**config.mk**
```make
export PLATFORM = sky130hd
export DESIGN_NAME = utf8_strict_validate_count_unit_flat
export DESIGN_NICKNAME = d
export VERILOG_FILES = /design/src/hdl/u8vc_pkg.sv /design/src/hdl/u8vc_if.sv /design/src/hdl/u8vc_front.sv /design/src/hdl/u8vc_queue.sv /design/src/hdl/u8vc_back.sv /design/src/hdl/utf8_strict_validate_count_unit.sv /design/src/flat_wrapper.sv
export SDC_FILE = /design/constraint.sdc
export NUM_CORES = 1
export LEC_CHECK = 0
export BUFFER_PORTS_ARGS = -buffer_cell sky130_fd_sc_hd__buf_2
export CORE_UTILIZATION = 64
export DETAILED_ROUTE_END_ITERATION = 7
export PLACE_DENSITY = 0.94
export SLEW_MARGIN = 20
export SYNTH_ARGS = -nofsm -noshare
export SYNTH_HDL_FRONTEND = slang
export SYNTH_SLANG_ARGS = --single-unit
```
**constraint.sdc**
```tcl
create_clock -name clk -period 6.1 [get_ports clk]
set_input_delay 0.305 -clock clk [delete_from_list [all_inputs] [get_ports clk]]
set_output_delay 0.305 -clock clk [all_outputs]
set_load 0.02 [all_outputs]
```
**src/hdl/u8vc_pkg.sv**
```systemverilog
// Package: shared types and constants for the UTF-8 validator and codepoint counter.
`timescale 1ns / 1ps
`default_nettype none
package u8vc_pkg;

	localparam int COUNT_BITS_DEFAULT = 31;
	localparam int OUT_COUNT_W        = 31;
	localparam int QUEUE_DEPTH        = 4;

	localparam logic [7:0] BYTE_NUL   = 8'h00;
	localparam logic [7:0] ASCII_MAX  = 8'h7F;
	localparam logic [7:0] LEAD_MIN   = 8'hC2;
	localparam logic [7:0] LEAD_MAX   = 8'hF4;
	localparam logic [7:0] LEAD2_MAX  = 8'hDF;
	localparam logic [7:0] LEAD3_MAX  = 8'hEF;
	localparam logic [7:0] LEAD_E0    = 8'hE0;
	localparam logic [7:0] LEAD_ED    = 8'hED;
	localparam logic [7:0] LEAD_F0    = 8'hF0;
	localparam logic [7:0] LEAD_F4    = 8'hF4;
	localparam logic [7:0] CONT_MIN   = 8'h80;
	localparam logic [7:0] CONT_MAX   = 8'hBF;
	localparam logic [7:0] CONT_E0_LO = 8'hA0;
	localparam logic [7:0] CONT_F0_LO = 8'h90;
	localparam logic [7:0] CONT_ED_HI = 8'h9F;
	localparam logic [7:0] CONT_F4_HI = 8'h8F;

	typedef enum logic [2:0] {
		LK_OTHER,
		LK_E0,
		LK_ED,
		LK_F0,
		LK_F4
	} lead_kind_t;

	typedef struct packed {
		logic       is_nul;
		logic       is_ascii;
		logic       lead_ok;
		logic [1:0] lead_len;
		lead_kind_t lead_kind;
		logic       cont_any;
		logic       ge_a0;
		logic       le_9f;
		logic       ge_90;
		logic       le_8f;
	} byte_class_t;

endpackage
`default_nettype wire

```
**src/hdl/u8vc_if.sv**
```systemverilog
// Interfaces: byte input channel and result output channel.
`timescale 1ns / 1ps
`default_nettype none
interface u8vc_byte_if;
	logic       valid;
	logic       ready;
	logic [7:0] data_byte;

	modport source (output valid, output data_byte, input ready);
	modport sink   (input valid, input data_byte, output ready);
endinterface

interface u8vc_result_if;
	logic        valid;
	logic        ready;
	logic [30:0] codepoint_count;
	logic        is_valid;

	modport source (output valid, output codepoint_count, output is_valid, input ready);
	modport sink   (input valid, input codepoint_count, input is_valid, output ready);
endinterface
`default_nettype wire

```
**src/hdl/u8vc_front.sv**
```systemverilog
// Front end: accepts bytes and classifies them for the back end.
`timescale 1ns / 1ps
`default_nettype none
module u8vc_front (
	u8vc_byte_if.sink           byte_in,
	input  wire logic           q_full,
	output logic                q_push,
	output u8vc_pkg::byte_class_t q_item
);
	import u8vc_pkg::*;

	logic [7:0] b;

	assign b              = byte_in.data_byte;
	assign byte_in.ready  = !q_full;
	assign q_push         = byte_in.valid && !q_full;

	always_comb begin
		q_item          = '0;
		q_item.is_nul   = (b == BYTE_NUL);
		q_item.is_ascii = (b <= ASCII_MAX);
		q_item.lead_ok  = (b >= LEAD_MIN) && (b <= LEAD_MAX);
		if (b <= LEAD2_MAX) begin
			q_item.lead_len = 2'd1;
		end else if (b <= LEAD3_MAX) begin
			q_item.lead_len = 2'd2;
		end else begin
			q_item.lead_len = 2'd3;
		end
		unique case (b)
			LEAD_E0: q_item.lead_kind = LK_E0;
			LEAD_ED: q_item.lead_kind = LK_ED;
			LEAD_F0: q_item.lead_kind = LK_F0;
			LEAD_F4: q_item.lead_kind = LK_F4;
			default: q_item.lead_kind = LK_OTHER;
		endcase
		q_item.cont_any = (b >= CONT_MIN) && (b <= CONT_MAX);
		q_item.ge_a0    = (b >= CONT_E0_LO);
		q_item.le_9f    = (b <= CONT_ED_HI);
		q_item.ge_90    = (b >= CONT_F0_LO);
		q_item.le_8f    = (b <= CONT_F4_HI);
	end
endmodule
`default_nettype wire

```
**src/hdl/u8vc_queue.sv**
```systemverilog
// Short queue of classified bytes between front and back end.
`timescale 1ns / 1ps
`default_nettype none
module u8vc_queue (
	input  wire logic                  clk,
	input  wire logic                  arst_n,
	input  wire logic                  push,
	input  u8vc_pkg::byte_class_t      push_item,
	output logic                       full,
	input  wire logic                  pop,
	output logic                       not_empty,
	output u8vc_pkg::byte_class_t      head_item
);
	import u8vc_pkg::*;

	localparam int PTR_W = $clog2(QUEUE_DEPTH);
	localparam int CNT_W = $clog2(QUEUE_DEPTH + 1);

	byte_class_t        entries_q [QUEUE_DEPTH];
	logic [PTR_W-1:0]   wr_ptr_q;
	logic [PTR_W-1:0]   rd_ptr_q;
	logic [CNT_W-1:0]   fill_q;

	assign full      = (fill_q == CNT_W'(QUEUE_DEPTH));
	assign not_empty = (fill_q != '0);
	assign head_item = entries_q[rd_ptr_q];

	always_ff @(posedge clk) begin
		if (push) begin
			entries_q[wr_ptr_q] <= push_item;
		end
	end

	always_ff @(posedge clk or negedge arst_n) begin
		if (!arst_n) begin
			wr_ptr_q <= '0;
			rd_ptr_q <= '0;
			fill_q   <= '0;
		end else begin
			if (push) begin
				wr_ptr_q <= wr_ptr_q + PTR_W'(1);
			end
			if (pop) begin
				rd_ptr_q <= rd_ptr_q + PTR_W'(1);
			end
			if (push && !pop) begin
				fill_q <= fill_q + CNT_W'(1);
			end else if (pop && !push) begin
				fill_q <= fill_q - CNT_W'(1);
			end
		end
	end
endmodule
`default_nettype wire

```
**src/hdl/u8vc_back.sv**
```systemverilog
// Back end: sequence state, codepoint count and result register.
`timescale 1ns / 1ps
`default_nettype none
module u8vc_back #(
	parameter int COUNT_BITS = u8vc_pkg::COUNT_BITS_DEFAULT
) (
	input  wire logic              clk,
	input  wire logic              arst_n,
	input  wire logic              q_not_empty,
	input  u8vc_pkg::byte_class_t  q_head,
	output logic                   q_pop,
	u8vc_result_if.source          result_out
);
	import u8vc_pkg::*;

	localparam int WIDE_W = (COUNT_BITS > OUT_COUNT_W) ? COUNT_BITS : OUT_COUNT_W;

	logic [1:0]            pending_q;
	lead_kind_t            kind_q;
	logic                  second_q;
	logic [COUNT_BITS-1:0] count_q;
	logic                  err_q;

	logic                  res_valid_q;
	logic [OUT_COUNT_W-1:0] res_count_q;
	logic                  res_ok_q;

	logic                  slot_free;
	logic                  cont_ok;
	logic                  string_ok;
	logic [WIDE_W-1:0]     count_wide;

	assign slot_free  = !res_valid_q || result_out.ready;
	assign q_pop      = q_not_empty && (!q_head.is_nul || slot_free);
	assign string_ok  = !err_q && (pending_q == 2'd0);
	assign count_wide = WIDE_W'(count_q);

	always_comb begin
		cont_ok = q_head.cont_any;
		if (second_q) begin
			unique case (kind_q)
				LK_E0:    cont_ok = q_head.cont_any && q_head.ge_a0;
				LK_ED:    cont_ok = q_head.cont_any && q_head.le_9f;
				LK_F0:    cont_ok = q_head.cont_any && q_head.ge_90;
				LK_F4:    cont_ok = q_head.cont_any && q_head.le_8f;
				default:  cont_ok = q_head.cont_any;
			endcase
		end
	end

	assign result_out.valid           = res_valid_q;
	assign result_out.codepoint_count = res_count_q;
	assign result_out.is_valid        = res_ok_q;

	always_ff @(posedge clk) begin
		if (q_pop && q_head.is_nul) begin
			res_count_q <= string_ok ? count_wide[OUT_COUNT_W-1:0] : '0;
			res_ok_q    <= string_ok;
		end
	end

	always_ff @(posedge clk or negedge arst_n) begin
		if (!arst_n) begin
			pending_q   <= '0;
			kind_q      <= LK_OTHER;
			second_q    <= 1'b0;
			count_q     <= '0;
			err_q       <= 1'b0;
			res_valid_q <= 1'b0;
		end else begin
			if (q_pop && q_head.is_nul) begin
				res_valid_q <= 1'b1;
			end else if (result_out.ready) begin
				res_valid_q <= 1'b0;
			end
			if (q_pop) begin
				if (q_head.is_nul) begin
					pending_q   <= '0;
					kind_q      <= LK_OTHER;
					second_q    <= 1'b0;
					count_q     <= '0;
					err_q       <= 1'b0;
				end else if (!err_q) begin
					if (pending_q == 2'd0) begin
						if (&count_q) begin
							err_q <= 1'b1;
						end else if (q_head.is_ascii) begin
							count_q <= count_q + COUNT_BITS'(1);
						end else if (!q_head.lead_ok) begin
							err_q <= 1'b1;
						end else begin
							kind_q    <= q_head.lead_kind;
							pending_q <= q_head.lead_len;
							second_q  <= 1'b1;
							count_q   <= count_q + COUNT_BITS'(1);
						end
					end else if (cont_ok) begin
						pending_q <= pending_q - 2'd1;
						second_q  <= 1'b0;
					end else begin
						err_q <= 1'b1;
					end
				end
			end
		end
	end
endmodule
`default_nettype wire

```
**src/hdl/utf8_strict_validate_count_unit.sv**
```systemverilog
// Top level: strict UTF-8 validator and codepoint counter.
//
//  channel     dir  payload                          item accepted when
//  byte_in     in   data_byte[7:0]                   valid && ready
//  result_out  out  codepoint_count[30:0], is_valid  valid && ready
//
// One byte per cycle sustained while results are taken; a byte passes the classifier,
// a 4-entry queue and the state update, and a result is registered once its NUL leaves the queue.
// The count adder and full compare in the back end set the cycle time.
// arst_n clears the queue, sequence state, count and the result valid flag.
// A stalled result holds back a NUL at the queue head and the bytes behind it; bytes ahead keep draining.
`timescale 1ns / 1ps
`default_nettype none
module utf8_strict_validate_count_unit #(
	parameter int COUNT_BITS = u8vc_pkg::COUNT_BITS_DEFAULT
) (
	input wire logic       clk,
	input wire logic       arst_n,
	u8vc_byte_if.sink      byte_in,
	u8vc_result_if.source  result_out
);
	import u8vc_pkg::*;

	logic        q_push;
	logic        q_full;
	logic        q_pop;
	logic        q_not_empty;
	byte_class_t q_item;
	byte_class_t q_head;

	u8vc_front u_front (
		.byte_in (byte_in),
		.q_full  (q_full),
		.q_push  (q_push),
		.q_item  (q_item)
	);

	u8vc_queue u_queue (
		.clk       (clk),
		.arst_n    (arst_n),
		.push      (q_push),
		.push_item (q_item),
		.full      (q_full),
		.pop       (q_pop),
		.not_empty (q_not_empty),
		.head_item (q_head)
	);

	u8vc_back #(
		.COUNT_BITS (COUNT_BITS)
	) u_back (
		.clk         (clk),
		.arst_n      (arst_n),
		.q_not_empty (q_not_empty),
		.q_head      (q_head),
		.q_pop       (q_pop),
		.result_out  (result_out)
	);
endmodule
`default_nettype wire

```
**src/flat_wrapper.sv**
```systemverilog
// flat-port wrapper written by rule: the top's interface ports become plain ports
module utf8_strict_validate_count_unit_flat import u8vc_pkg::*;
#(
	parameter int COUNT_BITS = u8vc_pkg::COUNT_BITS_DEFAULT
)
  (clk, arst_n, byte_in_valid, byte_in_data_byte, byte_in_ready, result_out_valid, result_out_codepoint_count, result_out_is_valid, result_out_ready);
  u8vc_byte_if byte_in_i ();
  u8vc_result_if result_out_i ();
  input wire logic clk;
  input wire logic arst_n;
  input wire logic [$bits(byte_in_i.valid)-1:0] byte_in_valid;
  input wire logic [$bits(byte_in_i.data_byte)-1:0] byte_in_data_byte;
  output wire logic [$bits(byte_in_i.ready)-1:0] byte_in_ready;
  output wire logic [$bits(result_out_i.valid)-1:0] result_out_valid;
  output wire logic [$bits(result_out_i.codepoint_count)-1:0] result_out_codepoint_count;
  output wire logic [$bits(result_out_i.is_valid)-1:0] result_out_is_valid;
  input wire logic [$bits(result_out_i.ready)-1:0] result_out_ready;
  assign byte_in_i.valid = byte_in_valid;
  assign byte_in_i.data_byte = byte_in_data_byte;
  assign byte_in_ready = byte_in_i.ready;
  assign result_out_valid = result_out_i.valid;
  assign result_out_codepoint_count = result_out_i.codepoint_count;
  assign result_out_is_valid = result_out_i.is_valid;
  assign result_out_i.ready = result_out_ready;
  utf8_strict_validate_count_unit #(.COUNT_BITS(COUNT_BITS)) u_core (.clk(clk), .arst_n(arst_n), .byte_in(byte_in_i), .result_out(result_out_i));
endmodule
```
==> results.md <==
* Initial antenna violation count at 0
* Switching share of power at 36.5%
* CTS buffer count at 17
* DRT Pass-1 Iters at 7
* Total grt overflow at 0
* Largest stage delay on the critical path at roughly 940 ps
* Ports at 46
* RSZ-0062 raised after global routing: no
* Comb pwr share at a little under a third
* Max-slew violations at 0
* # Max-Cap Violations at 0
* Die Y-Extent at 98.0 um
* Final Cycle Share at 59.0%
* Initial Util at 66.9%
* Tot Pwr at 3440 uW
* Post-route cell area at 0.00679 mm2
* Crit end category: flip-flop
* Worst setup SP type: flip-flop
* Ys Warns at 0
* Register share of total power at between 40% and 50%
* Hold WC Path Type: in -> reg
* Post-synthesis cell area at 0.00589 mm2
* Synth Net Count at 475
* Async set-reset flop share out of synthesis at 35.4%
* Clock transition at path regs at 60 ps
* Share of layout cells above drive strength 1 at 19.7%
* H-Tree Depth at 4
* Layout area overhead at 15.2%
* Largest net degree at the start of global routing at 61
* Row cnt at 34
* DRC Markers at 4
* # setup viols final at 0
* Total global-route track usage at 27.5%
* Buf+Inv Stages, Crit Path at 1
* Placed Area at approximately 0.0062 mm2
* Crit-path cells: mux4_2 > a21oi_4 > nand2_1 > inv_2 > nor2_1 > a31o_2
* Core area at 0.00881 mm2
* Vias in the first global route at ~4.1k
* Failing checks: DRC
* Family with the most delay on the worst path: flip-flops
* Met2 wire len at around 6.6 mm
* Tightest Pin Transition at 1100 ps
* Post-synth EDFFs at 84
* Max Clock Freq at ~280 MHz
* Die span in x at 98.0 um
* # port buffers at 45
* Synth Area per Inst at approximately 13 um2
* First-pass GRT wire length at 20.1 mm
* Worst-path maximum fanout at 60
* CP max-delay cell: dfrtp_1
* Clk sinks at 130
* Synth top area cells: edfxtp_1 (43%), dfrtp_1 (20%), mux4_2 (4.2%)
* Internal at 2180 uW
* Share of the synthesized area in the top cell type at between 40% and 50%
* Arr. time, crit path at about 4000 ps
* Wire length per cell at 19.3 um
* Max Buffers Root-to-Sink at 2
* ANT nets after route at 0
* Met3 wire len at 593 um
* Met1 wire length at 4.71 mm
* Most frequent cells after synthesis: edfxtp_1 (84), dfrtp_1 (46), and2_1 (37), nand2_1 (29), nor2_1 (29)
* Synth unique cells at 59
* Slew HR at 26.5%
* Top Layer Used: met4
* Dominant cell type by area after synthesis: edfxtp_1
* CTS tree: yes
* Cells after synthesis at around 460
* Maximum VDD drop at 0.306 mV
* Root Buffer: clkbuf_8
* Register bit count reported by yosys at 130
* Seq/Total Area, Yosys at 62.3%
* Period minus WS final at 3600 ps
* Skew final at 8.80 ps
* Final Net Count at 524
* Die area at roughly 0.0096 mm2
* Psw at 1260 uW
* PwrDens at 507 mW/mm2
* Final TNS setup at 0 ps
* DR vias/cell at 6.35
* # resized after CTS at 0
* Total wire length at 12.1 mm
* Hold Vio Cnt, Final at 0
* Clock power share at 28.5%
* Ys flop type: edfxtp_1
* Setup CP Type: reg -> reg
* Status: finished with violations
* Hpwl dp at 7.33 mm
* Cell with the most instances after synthesis: edfxtp_1
* Leakage at about 0.0026 uW
* Clk_lat worst skew at 530 ps
* Worst path required time at 6510 ps
* Initial DRC count at 332
* Routability cong. at 0.909
* N_diodes at 0
* Vias at 3974
==> what timing repair did <==
action / 4_1_cts / 5_1_grt
hold buffers: 1 / 0
setup buffers: 0 / 0
hold endpoints to repair: 29 / 0
==> routing by layer <==
metal  track usage, %  vias to the layer above
met3             3.72                       29
met2             48.0                      176
li1                 -                     1800
met5                0                        -
met1             33.1                     1969
met4             14.9                        0
==> power groups by stage <==
stage	sequential [uW]	clock (uW)	combinational, uW
final	1390	979	1070
after global routing	1420	1020	1150
after CTS	1400	981	1070
after detailed placement	1410	0	1050
after global placement	1390	0	1010
after floorplan	1480	0	674
==> metrics by stage <==
step	utilization, %	hold slack (ps)	setup WS (ps)	cells
finish	77.1	152	2500	626
floorplan	-	9.41	2940	456
global placement	70.3	494	2640	593
detailed placement	70.3	502	2510	593
global route	77.1	162	2210	626
CTS	77.0	144	2470	626
==> final timing paths <==
check	startpoint	end	slack (ps)	cells past startpoint
max in group asynchronous	arst_n	u_core.u_back.count_q[19]	5360	2
setup reg to reg	u_core.u_queue.rd_ptr_q[0]	u_core.u_back.count_q[28]	2500	6
hold reg to reg	u_core.u_queue.fill_q[2]	u_core.u_queue.fill_q[2]	510	1
setup / recovery	u_core.u_queue.rd_ptr_q[0]	u_core.u_back.count_q[28]	2500	6
min in group asynchronous	arst_n	u_core.u_back.count_q[24]	320	2
hold / removal	byte_in_data_byte[1]	u_core.u_queue.entries_q[2][6]	150	2
==> state kept, by name, indices dropped and copies added, names as in the netlist <==
signal,flops
u_core.u_back.result_out.codepoint_count,31
u_core.u_back.result_out.is_valid,1
u_core.u_back.err_q,1
u_core.u_back.second_q,1
u_core.u_queue.rd_ptr_q,2
u_core.u_back.kind_q,3
u_core.u_queue.wr_ptr_q,2
u_core.u_back.result_out.valid,1
u_core.u_back.count_q,31
u_core.u_back.pending_q,2
u_core.u_queue.entries_q,52
u_core.u_queue.fill_q,3
==> cells in the final DEF (no fill, tap or decap), drive strengths merged, types with 8 or more instances in the layout <==
| cell type | n |
|---|---|
| clkbuf | 20 |
| and3 | 14 |
| mux4 | 11 |
| inv | 16 |
| nand4 | 19 |
| nand3 | 15 |
| edfxtp | 84 |
| nor2 | 29 |
| or4 | 8 |
| nor3 | 9 |
| nand2 | 30 |
| buf | 46 |
| dfrtp | 46 |
| xor2 | 16 |
| and2 | 38 |
| o21ai | 18 |
==> cell families (layout without fill, tap and decap cells) <==
| kind of cell | after synthesis | after routing | share of synthesized area [%] |
|---|---|---|---|
| simple gates | 197 | 197 | 19.0 |
| compound gates | 49 | 49 | 5.76 |
| buf+inv | 31 | 93 | 2.23 |
| flops | 130 | 130 | 62.3 |
| fa+ha+maj | 7 | 7 | 1.61 |
| xor+xnor | 23 | 23 | 3.42 |
| mux | 19 | 19 | 5.61 |
==> layout make-up <==
type | count | area [um2]
clock buffer | 20 | 445
clock inverter | 12 | 133
fill | 504 | 2020
inverter | 14 | 55.1
multi-input combinational | 295 | 2100
sequential | 130 | 3670
tap | 108 | 135
timing repair buffer | 47 | 245
Note: power is estimated with default switching activity, not from simulation.
